## src/hw/rtl/pgns_pkg.sv

```systemverilog
// Shared types, constants and offset tables for the periodic grid neighbor sites block.
// Used by pgns_ctrl, pgns_datapath and the top level. No dependencies.
`timescale 1ns / 1ps

package pgns_pkg;

   localparam int unsigned COORD_W = 10;
   localparam int unsigned EXT_W   = 11;
   localparam int unsigned K_W     = 6;
   localparam int unsigned SEEN_N  = 9;

   localparam logic [EXT_W-1:0] MAX_GRID = 11'd1024;
   localparam logic [EXT_W-1:0] MIN_GRID = 11'd4;

   localparam logic [1:0] REG_ROWS = 2'd0;
   localparam logic [1:0] REG_COLS = 2'd1;

   typedef enum logic [1:0] {
      OP_CROSS  = 2'd0,
      OP_WINDOW = 2'd1,
      OP_SWAP   = 2'd2,
      OP_UNDEF  = 2'd3
   } op_type;

   typedef enum logic [1:0] {
      ST_IDLE,
      ST_GEN,
      ST_FLUSH
   } state_type;

   typedef struct packed {
      logic           load;
      logic           step;
      logic           flush;
      logic [K_W-1:0] k;
   } cmd_type;

   typedef struct packed {
      logic   in_bad;
      logic   keep;
      logic   pend_valid;
      logic   out_free;
      op_type op;
   } status_type;

   typedef struct packed {
      logic              use_other;
      logic signed [2:0] dr;
      logic signed [2:0] dc;
   } offset_type;

   function automatic logic [K_W-1:0] last_index(op_type op);
      logic [K_W-1:0] r;
      unique case (op)
         OP_CROSS:  r = 6'd12;
         OP_WINDOW: r = 6'd48;
         OP_SWAP:   r = 6'd8;
         default:   r = 6'd0;
      endcase
      return r;
   endfunction

   function automatic offset_type step_offset(op_type op, logic [K_W-1:0] k);
      offset_type o;
      logic [2:0] a;
      logic [K_W-1:0] b;
      o = '0;
      a = '0;
      for (int i = 1; i <= 6; i++) begin
         if (k >= K_W'(7 * i)) begin
            a = a + 3'd1;
         end
      end
      b = k - ({a, 3'b000} - {3'b000, a});
      unique case (op)
         OP_CROSS: begin
            case (k)
               6'd0:  o.dr = -3'sd2;
               6'd1:  o.dr = -3'sd1;
               6'd2:  o.dr = 3'sd0;
               6'd3:  o.dr = 3'sd1;
               6'd4:  o.dr = 3'sd2;
               6'd5:  o.dc = -3'sd2;
               6'd6:  o.dc = -3'sd1;
               6'd7:  o.dc = 3'sd1;
               6'd8:  o.dc = 3'sd2;
               6'd9:  begin o.dr = 3'sd1;  o.dc = 3'sd1;  end
               6'd10: begin o.dr = -3'sd1; o.dc = 3'sd1;  end
               6'd11: begin o.dr = 3'sd1;  o.dc = -3'sd1; end
               default: begin o.dr = -3'sd1; o.dc = -3'sd1; end
            endcase
         end
         OP_WINDOW: begin
            o.dr = $signed(3'(a - 3'd3));
            o.dc = $signed(3'(b[2:0] - 3'd3));
         end
         OP_SWAP: begin
            case (k)
               6'd0: o = '0;
               6'd1: o.dr = -3'sd1;
               6'd2: o.dr = 3'sd1;
               6'd3: o.dc = -3'sd1;
               6'd4: o.dc = 3'sd1;
               6'd5: begin o.use_other = 1'b1; o.dr = -3'sd1; end
               6'd6: begin o.use_other = 1'b1; o.dr = 3'sd1;  end
               6'd7: begin o.use_other = 1'b1; o.dc = -3'sd1; end
               default: begin o.use_other = 1'b1; o.dc = 3'sd1; end
            endcase
         end
         default: o = '0;
      endcase
      return o;
   endfunction

   function automatic logic [COORD_W-1:0] wrap(logic [COORD_W-1:0] v,
                                               logic signed [2:0] d,
                                               logic [EXT_W-1:0] n);
      logic signed [EXT_W:0] s;
      logic signed [EXT_W:0] n_s;
      logic signed [EXT_W:0] r;
      n_s = $signed({1'b0, n});
      s   = $signed({2'b00, v}) + $signed({{(EXT_W-2){d[2]}}, d});
      if (s[EXT_W]) begin
         r = s + n_s;
      end else if (s >= n_s) begin
         r = s - n_s;
      end else begin
         r = s;
      end
      return r[COORD_W-1:0];
   endfunction

endpackage

```

## src/hw/rtl/pgns_ctrl.sv

```systemverilog
// Controller state machine: walks the candidate index and sequences load, step and flush.
// Depends on pgns_pkg.
`timescale 1ns / 1ps

module pgns_ctrl (
   input  logic                 clock,
   input  logic                 reset,
   input  logic                 req_tvalid,
   output logic                 req_tready,
   input  pgns_pkg::status_type st,
   output pgns_pkg::cmd_type    cmd
);

   pgns_pkg::state_type           state_ff, state_in;
   logic [pgns_pkg::K_W-1:0]      k_ff, k_in;
   logic                          advance;
   logic                          at_last;

   assign advance = !(st.keep && st.pend_valid && !st.out_free);
   assign at_last = (k_ff == pgns_pkg::last_index(st.op));

   always_comb begin
      state_in = state_ff;
      unique case (state_ff)
         pgns_pkg::ST_IDLE: begin
            if (req_tvalid) begin
               state_in = st.in_bad ? pgns_pkg::ST_FLUSH : pgns_pkg::ST_GEN;
            end
         end
         pgns_pkg::ST_GEN: begin
            if (advance && at_last) begin
               state_in = pgns_pkg::ST_FLUSH;
            end
         end
         pgns_pkg::ST_FLUSH: begin
            if (st.out_free) begin
               state_in = pgns_pkg::ST_IDLE;
            end
         end
         default: state_in = pgns_pkg::ST_IDLE;
      endcase
   end

   always_comb begin
      req_tready = 1'b0;
      cmd        = '0;
      cmd.k      = k_ff;
      k_in       = k_ff;
      unique case (state_ff)
         pgns_pkg::ST_IDLE: begin
            req_tready = 1'b1;
            cmd.load   = req_tvalid;
            k_in       = '0;
         end
         pgns_pkg::ST_GEN: begin
            cmd.step = advance;
            if (advance) begin
               k_in = k_ff + 1'b1;
            end
         end
         pgns_pkg::ST_FLUSH: begin
            cmd.flush = st.out_free;
         end
         default: ;
      endcase
   end

   always_ff @(posedge clock) begin
      if (reset) begin
         state_ff <= pgns_pkg::ST_IDLE;
         k_ff     <= '0;
      end else begin
         state_ff <= state_in;
         k_ff     <= k_in;
      end
   end

endmodule

```

## src/hw/rtl/pgns_datapath.sv

```systemverilog
// Datapath: extent registers, captured sites, wrapped candidate, duplicate list,
// one-deep pending word and the output register. Depends on pgns_pkg.
`timescale 1ns / 1ps

module pgns_datapath (
   input  logic                          clock,
   input  logic                          reset,
   input  logic                          csr_valid,
   input  logic [1:0]                    csr_index,
   input  logic [pgns_pkg::EXT_W-1:0]    csr_data,
   input  logic [1:0]                    in_op,
   input  logic [pgns_pkg::COORD_W-1:0]  in_row,
   input  logic [pgns_pkg::COORD_W-1:0]  in_col,
   input  logic [pgns_pkg::COORD_W-1:0]  in_oth_row,
   input  logic [pgns_pkg::COORD_W-1:0]  in_oth_col,
   input  pgns_pkg::cmd_type             cmd,
   output pgns_pkg::status_type          st,
   input  logic                          rsp_tready,
   output logic                          rsp_tvalid,
   output logic [pgns_pkg::COORD_W-1:0]  rsp_row,
   output logic [pgns_pkg::COORD_W-1:0]  rsp_col,
   output logic                          rsp_last,
   output logic                          rsp_bad
);

   localparam int unsigned CW = pgns_pkg::COORD_W;
   localparam int unsigned NS = pgns_pkg::SEEN_N;

   logic [pgns_pkg::EXT_W-1:0] rows_ff, rows_in, cols_ff, cols_in;
   logic [pgns_pkg::EXT_W-1:0] csr_eff;
   pgns_pkg::op_type           op_ff, op_in;
   logic [CW-1:0]              row_ff, row_in, col_ff, col_in;
   logic [CW-1:0]              oth_row_ff, oth_row_in, oth_col_ff, oth_col_in;
   logic [CW-1:0]              seen_row_ff [NS], seen_row_in [NS];
   logic [CW-1:0]              seen_col_ff [NS], seen_col_in [NS];
   logic [NS-1:0]              seen_vld_ff, seen_vld_in;
   logic                       pend_valid_ff, pend_valid_in;
   logic                       pend_bad_ff, pend_bad_in;
   logic [CW-1:0]              pend_row_ff, pend_row_in, pend_col_ff, pend_col_in;
   logic                       rsp_valid_ff, rsp_valid_in;
   logic                       rsp_last_ff, rsp_last_in;
   logic                       rsp_bad_ff, rsp_bad_in;
   logic [CW-1:0]              rsp_row_ff, rsp_row_in, rsp_col_ff, rsp_col_in;
   pgns_pkg::offset_type       off;
   logic [CW-1:0]              base_row, base_col, cand_row, cand_col;
   logic [NS-1:0]              hit;
   logic                       in_bad, keep, out_free, move;

   always_comb begin
      csr_eff = csr_data;
      if (csr_data < pgns_pkg::MIN_GRID) begin
         csr_eff = pgns_pkg::MIN_GRID;
      end else if (csr_data > pgns_pkg::MAX_GRID) begin
         csr_eff = pgns_pkg::MAX_GRID;
      end
      rows_in = rows_ff;
      cols_in = cols_ff;
      if (csr_valid && csr_index == pgns_pkg::REG_ROWS) begin
         rows_in = csr_eff;
      end
      if (csr_valid && csr_index == pgns_pkg::REG_COLS) begin
         cols_in = csr_eff;
      end
   end

   assign in_bad = (pgns_pkg::op_type'(in_op) == pgns_pkg::OP_UNDEF) ||
                   ({1'b0, in_row} >= rows_ff) || ({1'b0, in_col} >= cols_ff) ||
                   ((pgns_pkg::op_type'(in_op) == pgns_pkg::OP_SWAP) &&
                    (({1'b0, in_oth_row} >= rows_ff) || ({1'b0, in_oth_col} >= cols_ff)));

   assign off      = pgns_pkg::step_offset(op_ff, cmd.k);
   assign base_row = off.use_other ? oth_row_ff : row_ff;
   assign base_col = off.use_other ? oth_col_ff : col_ff;
   assign cand_row = pgns_pkg::wrap(base_row, off.dr, rows_ff);
   assign cand_col = pgns_pkg::wrap(base_col, off.dc, cols_ff);

   always_comb begin
      for (int i = 0; i < NS; i++) begin
         hit[i] = seen_vld_ff[i] && (seen_row_ff[i] == cand_row) &&
                  (seen_col_ff[i] == cand_col);
      end
   end

   assign keep     = (op_ff != pgns_pkg::OP_SWAP) || (hit == '0);
   assign out_free = !rsp_valid_ff || rsp_tready;
   assign move     = (cmd.step && keep && pend_valid_ff) || cmd.flush;

   assign st.in_bad     = in_bad;
   assign st.keep       = keep;
   assign st.pend_valid = pend_valid_ff;
   assign st.out_free   = out_free;
   assign st.op         = op_ff;

   always_comb begin
      op_in         = op_ff;
      row_in        = row_ff;
      col_in        = col_ff;
      oth_row_in    = oth_row_ff;
      oth_col_in    = oth_col_ff;
      seen_row_in   = seen_row_ff;
      seen_col_in   = seen_col_ff;
      seen_vld_in   = seen_vld_ff;
      pend_valid_in = pend_valid_ff;
      pend_bad_in   = pend_bad_ff;
      pend_row_in   = pend_row_ff;
      pend_col_in   = pend_col_ff;
      rsp_valid_in  = rsp_valid_ff && !rsp_tready;
      rsp_last_in   = rsp_last_ff;
      rsp_bad_in    = rsp_bad_ff;
      rsp_row_in    = rsp_row_ff;
      rsp_col_in    = rsp_col_ff;

      if (cmd.load) begin
         op_in         = pgns_pkg::op_type'(in_op);
         row_in        = in_row;
         col_in        = in_col;
         oth_row_in    = in_oth_row;
         oth_col_in    = in_oth_col;
         seen_vld_in   = '0;
         pend_valid_in = in_bad;
         pend_bad_in   = in_bad;
         pend_row_in   = '0;
         pend_col_in   = '0;
      end

      if (move) begin
         rsp_valid_in = 1'b1;
         rsp_last_in  = cmd.flush;
         rsp_bad_in   = pend_bad_ff;
         rsp_row_in   = pend_row_ff;
         rsp_col_in   = pend_col_ff;
      end

      if (cmd.flush) begin
         pend_valid_in = 1'b0;
      end

      if (cmd.step && keep) begin
         pend_valid_in  = 1'b1;
         pend_bad_in    = 1'b0;
         pend_row_in    = cand_row;
         pend_col_in    = cand_col;
         seen_row_in[0] = cand_row;
         seen_col_in[0] = cand_col;
         seen_vld_in[0] = 1'b1;
         for (int i = 1; i < NS; i++) begin
            seen_row_in[i] = seen_row_ff[i-1];
            seen_col_in[i] = seen_col_ff[i-1];
            seen_vld_in[i] = seen_vld_ff[i-1];
         end
      end
   end

   always_ff @(posedge clock) begin
      if (reset) begin
         rows_ff       <= pgns_pkg::MAX_GRID;
         cols_ff       <= pgns_pkg::MAX_GRID;
         seen_vld_ff   <= '0;
         pend_valid_ff <= 1'b0;
         rsp_valid_ff  <= 1'b0;
      end else begin
         rows_ff       <= rows_in;
         cols_ff       <= cols_in;
         seen_vld_ff   <= seen_vld_in;
         pend_valid_ff <= pend_valid_in;
         rsp_valid_ff  <= rsp_valid_in;
      end
   end

   always_ff @(posedge clock) begin
      op_ff       <= op_in;
      row_ff      <= row_in;
      col_ff      <= col_in;
      oth_row_ff  <= oth_row_in;
      oth_col_ff  <= oth_col_in;
      seen_row_ff <= seen_row_in;
      seen_col_ff <= seen_col_in;
      pend_bad_ff <= pend_bad_in;
      pend_row_ff <= pend_row_in;
      pend_col_ff <= pend_col_in;
      rsp_last_ff <= rsp_last_in;
      rsp_bad_ff  <= rsp_bad_in;
      rsp_row_ff  <= rsp_row_in;
      rsp_col_ff  <= rsp_col_in;
   end

   assign rsp_tvalid = rsp_valid_ff;
   assign rsp_row    = rsp_row_ff;
   assign rsp_col    = rsp_col_ff;
   assign rsp_last   = rsp_last_ff;
   assign rsp_bad    = rsp_bad_ff;

endmodule

```

## src/hw/rtl/periodic_grid_neighbor_sites.sv

```systemverilog
// Top level of the periodic grid neighbor sites generator.
// Instantiates pgns_ctrl and pgns_datapath; depends on pgns_pkg.
//
//   channel   dir   handshake              payload
//   req_      in    req_tvalid/req_tready  tdata: sites, tuser: operation
//   rsp_      out   rsp_tvalid/rsp_tready  tdata: wrapped site, tlast, tuser: bad
//   csr_      in    csr_valid/csr_ready    csr_index, csr_data
//
// One candidate site is evaluated per cycle by the step counter in pgns_ctrl.
// An item walks N candidates: N = 13 (cross), 49 (window), 9 (swap); an error item gives one word.
// A one-deep pending word ahead of the output register marks the final word of a run.
// Output stalls hold the step counter; req_tready is high only between items.
// Synchronous reset sets both extents to 1024 and empties all pipeline words.
`timescale 1ns / 1ps

module periodic_grid_neighbor_sites (
   input  logic        clock,
   input  logic        reset,
   input  logic        req_tvalid,
   output logic        req_tready,
   input  logic [39:0] req_tdata,  // site_row, site_col, other_row, other_col
   input  logic [1:0]  req_tuser,  // operation
   output logic        rsp_tvalid,
   input  logic        rsp_tready,
   output logic [23:0] rsp_tdata,  // out_row, out_col, zero pad
   output logic        rsp_tlast,
   output logic        rsp_tuser,  // bad_site
   input  logic        csr_valid,
   output logic        csr_ready,
   input  logic [1:0]  csr_index,
   input  logic [10:0] csr_data
);

   pgns_pkg::cmd_type                cmd;
   pgns_pkg::status_type             st;
   logic [pgns_pkg::COORD_W-1:0]     rsp_row, rsp_col;

   assign csr_ready = 1'b1;

   pgns_ctrl u_ctrl (
      .clock      (clock),
      .reset      (reset),
      .req_tvalid (req_tvalid),
      .req_tready (req_tready),
      .st         (st),
      .cmd        (cmd)
   );

   pgns_datapath u_datapath (
      .clock      (clock),
      .reset      (reset),
      .csr_valid  (csr_valid),
      .csr_index  (csr_index),
      .csr_data   (csr_data),
      .in_op      (req_tuser),
      .in_row     (req_tdata[9:0]),
      .in_col     (req_tdata[19:10]),
      .in_oth_row (req_tdata[29:20]),
      .in_oth_col (req_tdata[39:30]),
      .cmd        (cmd),
      .st         (st),
      .rsp_tready (rsp_tready),
      .rsp_tvalid (rsp_tvalid),
      .rsp_row    (rsp_row),
      .rsp_col    (rsp_col),
      .rsp_last   (rsp_tlast),
      .rsp_bad    (rsp_tuser)
   );

   assign rsp_tdata = {4'b0000, rsp_col, rsp_row};

endmodule

```

## config.mk

```make
export PLATFORM = sky130hd
export DESIGN_NAME = periodic_grid_neighbor_sites
export DESIGN_NICKNAME = d
export VERILOG_FILES = /design/src/hw/rtl/pgns_pkg.sv /design/src/hw/rtl/pgns_ctrl.sv /design/src/hw/rtl/pgns_datapath.sv /design/src/hw/rtl/periodic_grid_neighbor_sites.sv
export SDC_FILE = /design/constraint.sdc
export NUM_CORES = 1
export LEC_CHECK = 0
export BUFFER_PORTS_ARGS = -buffer_cell sky130_fd_sc_hd__buf_2
export CORE_AREA = 2 2 191 193
export DETAILED_ROUTE_END_ITERATION = 10
export DIE_AREA = 0 0 193 195
export PLACE_DENSITY = 0.75
export SLEW_MARGIN = 15
export SYNTH_ARGS = -nofsm -noshare
export SYNTH_HDL_FRONTEND = slang
export SYNTH_SLANG_ARGS = --single-unit
```

## constraint.sdc

```tcl
create_clock -name clock -period 16.2 [get_ports clock]
set_clock_uncertainty 0.15 [all_clocks]
set_input_delay 1.62 -clock clock [delete_from_list [all_inputs] [get_ports clock]]
set_output_delay 1.62 -clock clock [all_outputs]
set_load 0.01 [all_outputs]
```

==> results_dict.tcl, run 1 <==
set metrics [dict create \
    run_status "finished, final reports clean" \
    fin_setup_tns_ns 0 \
    synth.distinct_cells 101 \
    drt-pass1-iter-count 6 \
    r2r_setup_slack_ns 1.99 \
    die_w_um 193 \
    synth_top_cells_by_count "264 x edfxtp_1, 116 x ha_1, 115 x nand2_1, 103 x inv_1" \
    cp.arrival_ns 14.20 \
    path_clk_slew_ns 0.06 \
    post-cts-setup-buffers 0 \
    maxCapViolations 0 \
    synthAdderAreaFrac_pct 8.11 \
    tightest_slew_ns 1.15 \
    min_period_over_period_pct 87.7 \
    rsz0062_at_grt "no" \
    yosysSeqAreaShare_pct 45.2 \
    grt_max_degree 81 \
    synth-edff-count 264 \
    routed_wl_um 54400 \
    ios 89 \
    dpl.hpwl_um 41300 \
    hp-start "u_datapath.pend_row_ff[7]" \
    route.vias.total 15275 \
    rows 69 \
    place.gp.congestion 0.946 \
    dp_worst_setup_slack_ns 2.24 \
    dp.cells 2350 \
    stdcell_count 2408 \
    synthSimpleGateAreaFrac_pct 16.6 \
    die-area_sq_um 37600 \
    r2r_end "u_datapath.rsp_bad" \
    dpl_cell_area_sq_um 20100 \
    grtUsageTotal_pct 28.9 \
    clkSinkCount 306 \
    ys_top_cells_by_area "edfxtp_1 41%, ha_1 7.5%, dfxtp_1 4.3%, xnor2_1 4.1%, a21oi_1 2.6%" \
    ys_warn_count 0 \
    max_slew_margin_pct 22.9 \
    slew_viol_final 0 \
    drt_iter0_drc 1445 \
    drc 0 \
    initial_core_util_pct 54.7 \
    worst-setup-path-type "reg -> reg" \
    total_power_w 0.00362 \
    timing.rr.start "u_ctrl.k_ff[1]" \
    synthXorXnorAreaFrac_pct 7.43 \
    cpMostUsedCell "ha_1" \
    fmax_mhz 70.4 \
    core_sq_um 35400 \
    synth_compound_area_share_pct 16.0 \
    synth_area_sq_um 19400 \
    seq_area_sq_um 8770 \
    fillers 2953 \
    grt_pass1_wl_um 83200 \
    clk_latency_ns 0.53 \
    ir_drop_uv 121 \
    start_kind "flop" \
    antenna_found_initial 1 \
    p_per_area_nw_per_um2 171 \
    vias_per_cell 6.34 \
    drtAntennaViolNets 0 \
    synthCells 1867 \
    critPathMaxFanout 80 \
    ys_seq_elements 306 \
    period_needed_ns 14.21 \
    reg2reg_depth 41 \
    min_to "u_datapath.rsp_row[7]" \
    cp_slowest_cell "a21oi_1" \
    finalSetupViolCount 0 \
    setup_ws_ns 1.99 \
    yosysTopAreaCell "edfxtp_1" \
    final_layout_size_suffix_gt1_share_pct 11.6 \
    tritoncts "yes" \
    route.detailed.wl_per_inst_um 22.6 \
    worstPathRequired_ns 16.19 \
    yosys.cell_count.top_type "edfxtp_1" \
    yosys_most_used_dff "edfxtp_1" \
    synth_top_area_share_pct 40.9 \
    holdPathStages 0 \
    cts_hold_buf 0 \
    async_flop_share_pct 0 \
    slowest_delay_ns 0.85 \
    leakage_nw 7.82 \
    cts_max_path_buffers 3 \
    htreeDepth 2 \
    antennaDiodeCount 0 \
    area_growth_pct 9.53 \
    avgSynthCellArea_sq_um 10.4 \
    cts_root_buffer "clkbuf_16" \
    multi_input_area_sq_um 9860 \
    crit_path_end_kind "flop" \
    grt_overflow_total 0 \
    hold_viol_final 0 \
    synth_top_family_by_area "simple AND/OR/NAND/NOR gates" \
    grt_pass1_vias 14527 \
    cts_buffers 34 \
    cts_resized 0 \
    nets 2107 \
    holdCritPathClass "reg -> reg" \
    die_h_um 195 \
    fin_area_sq_um 21200 \
    muxShareOfSynthArea_pct 2.55 \
    io_buffers 83 \
]
[layout make-up]
type / count / area share, %
Multi-Input combinational cell: 1381 / 46.5
Sequential cell: 306 / 41.3
Clock buffer: 47 / 4.53
Tap cell: 461 / 2.72
Timing Repair Buffer: 98 / 2.49
Inverter: 104 / 1.86
Clock inverter: 11 / 0.631
[through the flow]
| stage | hold slack, ns | util [%] |
|---|---|---|
| 2_1_floorplan | 0.250 | - |
| 3_3_place_gp | 0.252 | 56.9 |
| 3_5_place_dp | 0.255 | 56.9 |
| 4_1_cts | 0.268 | 60.0 |
| 5_1_grt | 0.271 | 60.0 |
| 6_report | 0.267 | 60.0 |
[sequential cells by signal (all words and copies together), names as in the netlist, 9 cells and up]
register                count
u_datapath.seen_col_ff     90
u_datapath.seen_row_ff     90
u_datapath.cols_ff         11
u_datapath.rows_ff         11
u_datapath.col_ff          10
u_datapath.oth_col_ff      10
u_datapath.oth_row_ff      10
u_datapath.pend_col_ff     10
u_datapath.pend_row_ff     10
u_datapath.row_ff          10
u_datapath.rsp_col         10
u_datapath.rsp_row         10
u_datapath.seen_vld_ff      9
[critical path, delay by kind of cell, from the launching register on]
| kind | cells | cell delay, ns |
|---|---|---|
| mux | 2 | 0.55 |
| fa+ha+maj | 7 | 2.37 |
| simple gates | 12 | 3.59 |
| compound gates | 11 | 4.03 |
| flops | 1 | 0.39 |
| buf+inv | 2 | 0.65 |
| xor+xnor | 7 | 2.03 |
[layout by cell type, fill, tap and decap left out, drive strengths merged, types with 9 or more instances in the layout]
master / netlist / layout
o21ai: 87 / 87
nand2: 115 / 115
or3: 37 / 37
clkbuf: 51 / 47
inv: 104 / 104
mux2: 25 / 25
xnor2: 96 / 96
nand3: 67 / 67
a2111oi: 16 / 16
or2: 17 / 17
a21boi: 12 / 12
ha: 116 / 116
mux2i: 20 / 20
a21oi: 102 / 102
and3: 18 / 18
nand4: 39 / 39
o211ai: 25 / 25
a31oi: 17 / 17
o21bai: 11 / 11
a22oi: 9 / 9
a211oi: 18 / 18
dfxtp: 42 / 42
buf: 28 / 98
nor3: 67 / 67
a21o: 31 / 31
edfxtp: 264 / 264
xor2: 53 / 53
nor2b: 25 / 25
nor2: 105 / 105
clkinv: 0 / 9
nor4: 29 / 29
and2: 19 / 19
o21a: 26 / 26
nand2b: 28 / 28
nor4b: 9 / 9
[routing by layer]
layer | track usage [%] | wire [um] | part of all wire, %
met1 | 41.0 | 23500 | 43
met2 | 44.9 | 24800 | 46
met3 | 5.27 | 4370 | 8.0
met4 | 8.95 | 1710 | 3.1
met5 | 0 | 13 | 0.024
[cell families after synthesis]
kind of cell | count (synthesis)
simple gates | 606
compound gates | 452
flops | 306
buf+inv | 183
xor+xnor | 151
fa+ha+maj | 122
mux | 45
other cells | 2
[report_power, final]
group / internal, W / switching (W)
clock: 0.000449 / 0.000316
sequential: 0.00105 / 0.0000797
combinational: 0.000599 / 0.00113
[worst max-delay path by stage]
stage	startpoint	end
finish	u_ctrl.k_ff[1]	u_datapath.rsp_bad
global route	u_ctrl.k_ff[1]	u_datapath.rsp_row[4]
CTS	u_ctrl.k_ff[1]	u_datapath.rsp_row[4]
detailed placement	u_ctrl.k_ff[1]	u_datapath.rsp_col[9]
global placement	u_ctrl.k_ff[1]	u_datapath.rsp_row[5]
floorplan	u_ctrl.k_ff[2]	u_datapath.rsp_bad
No activity file was read; power rests on OpenSTA's default activity.
==> run 2, diff against run 1 <==
--- a/config.mk
+++ b/config.mk
@@ -6,10 +6,9 @@
 export NUM_CORES = 1
 export LEC_CHECK = 0
 export BUFFER_PORTS_ARGS = -buffer_cell sky130_fd_sc_hd__buf_2
-export CORE_AREA = 2 2 191 193
+export CORE_AREA = 2 2 239 241
 export DETAILED_ROUTE_END_ITERATION = 10
-export DIE_AREA = 0 0 193 195
-export PLACE_DENSITY = 0.75
+export DIE_AREA = 0 0 241 243
 export SLEW_MARGIN = 15
 export SYNTH_ARGS = -nofsm -noshare
 export SYNTH_HDL_FRONTEND = slang
==> run 2 against run 1 <==
Effect of this change:
- clock power down 2.7%
- count of clock-buffer cells in the layout down 9
- critical path type unchanged
- first-iteration DRC count up 5.3%
- maximum frequency up 2.1%
- die area up 56%
==> results_dict.tcl, run 2 (synthesis gave the netlist of run 1 again) <==
set metrics [dict create \
    antennaDiodeCount 0 \
    finalSetupViolCount 0 \
    r2r_setup_slack_ns 2.29 \
    cts_hold_buf 0 \
    route.detailed.wl_per_inst_um 20.7 \
    leakage_nw 7.77 \
    clkSinkCount 306 \
    cts_resized 0 \
    place.gp.congestion 0.925 \
    dpl.hpwl_um 42600 \
    htreeDepth 1 \
    holdCritPathClass "reg -> reg" \
    stdcell_count 2698 \
    grt_overflow_total 0 \
    die_h_um 243 \
    drc 0 \
    cp.arrival_ns 13.96 \
    tightest_slew_ns 1.23 \
    critPathLaunch "u_ctrl.k_ff[1]" \
    vias_per_cell 5.61 \
    run_status "finished, final reports clean" \
    grt_max_degree 74 \
    worst-setup-path-type "reg -> reg" \
    area_growth_pct 10.9 \
    cp_slowest_cell "a21o_1" \
    post-cts-setup-buffers 0 \
    grtUsageTotal_pct 18.8 \
    cts_max_path_buffers 3 \
    fmax_mhz 71.9 \
    final_layout_size_suffix_gt1_share_pct 11.0 \
    routed_wl_um 55900 \
    period_needed_ns 13.91 \
    dp.cells 2642 \
    crit_buf_inv 2 \
    antenna_found_initial 1 \
    path_clk_slew_ns 0.06 \
    io_buffers 83 \
    cts_buffers 31 \
    core_sq_um 56000 \
    clk_latency_ns 0.60 \
    cts_root_buffer "clkbuf_16" \
    final_common_cell "edfxtp_1" \
    slowest_delay_ns 0.91 \
    grt_pass1_vias 14580 \
    die-area_sq_um 58600 \
    grt_pass1_wl_um 85900 \
    ir_drop_uv 95.1 \
    max_slew_margin_pct 17.9 \
    route.vias.total 15129 \
    drtAntennaViolNets 0 \
    critPathMaxFanout 54 \
    nets 2101 \
    rows 87 \
    fillers 5489 \
    holdPathStages 0 \
    tritoncts "yes" \
    timing.rr.start "u_ctrl.k_ff[1]" \
    cpMostUsedCell "ha_1" \
    critPathTopFamily "compound AO/OA/AOI/OAI gates" \
    maxCapViolations 0 \
    drt-pass1-iter-count 7 \
    p_per_area_nw_per_um2 167 \
    min_period_over_period_pct 85.9 \
    start_kind "flop" \
    fin_setup_tns_ns 0 \
    ios 89 \
    path_depth 42 \
    hold_viol_final 0 \
    rsz0062_at_grt "no" \
    hp-start "u_datapath.pend_row_ff[2]" \
    initial_core_util_pct 34.6 \
    top_regs "u_datapath.seen_col_ff (90), u_datapath.seen_row_ff (90)" \
    drt_iter0_drc 1521 \
    crit_path_end_kind "flop" \
    die_w_um 241 \
    reg2reg_depth 42 \
    slew_viol_final 0 \
    worstPathRequired_ns 16.25 \
    holdWs_ns 0.269 \
    most-common-layout-cells "264 x edfxtp_1, 116 x ha_1, 115 x nand2_1" \
]
==> run 2: through the flow <==
stage          worst slack [ns]  utilization [%]  cell area [sq um]  power [W]
6_report                   2.29             38.4              21500    0.00360
5_1_grt                    1.14             38.4              21500    0.00381
4_1_cts                    2.41             38.4              21500    0.00360
3_5_place_dp               2.47             36.6              20500    0.00284
3_3_place_gp               2.73             36.6              20500    0.00282
2_1_floorplan              2.52                -              19400    0.00233
==> run 2: path summary, 6_finish.rpt <==
check	to
worst min-delay path	u_datapath.rsp_row[2]
worst max-delay path	u_datapath.rsp_col[5]
worst max register to register	u_datapath.rsp_col[5]
worst min register to register	u_datapath.rsp_row[2]
==> run 2: routing by layer <==
metal	share of wire (%)	GRT usage, %	vias up
met5	0	0	-
met4	3.2	6.14	0
met3	5.1	2.29	113
met2	48	31.6	474
met1	44	25.1	7425
li1	-	-	7117
==> run 2: report_power, final <==
part | total [W] | internal [W] | switching [W]
Combinational | 0.00172 | 0.000596 | 0.00113
Clock | 0.000744 | 0.000431 | 0.000313
Sequential | 0.00113 | 0.00105 | 0.0000798
==> run 2: layout make-up <==
type	count	area, sq um	share of cell area [%]
multi-input combinational	1381	9860	45.9
clock buffer	38	802	3.73
timing repair buffer	95	505	2.35
tap	756	946	4.40
sequential	306	8770	40.8
inverter	104	395	1.84
clock inverter	18	223	1.04
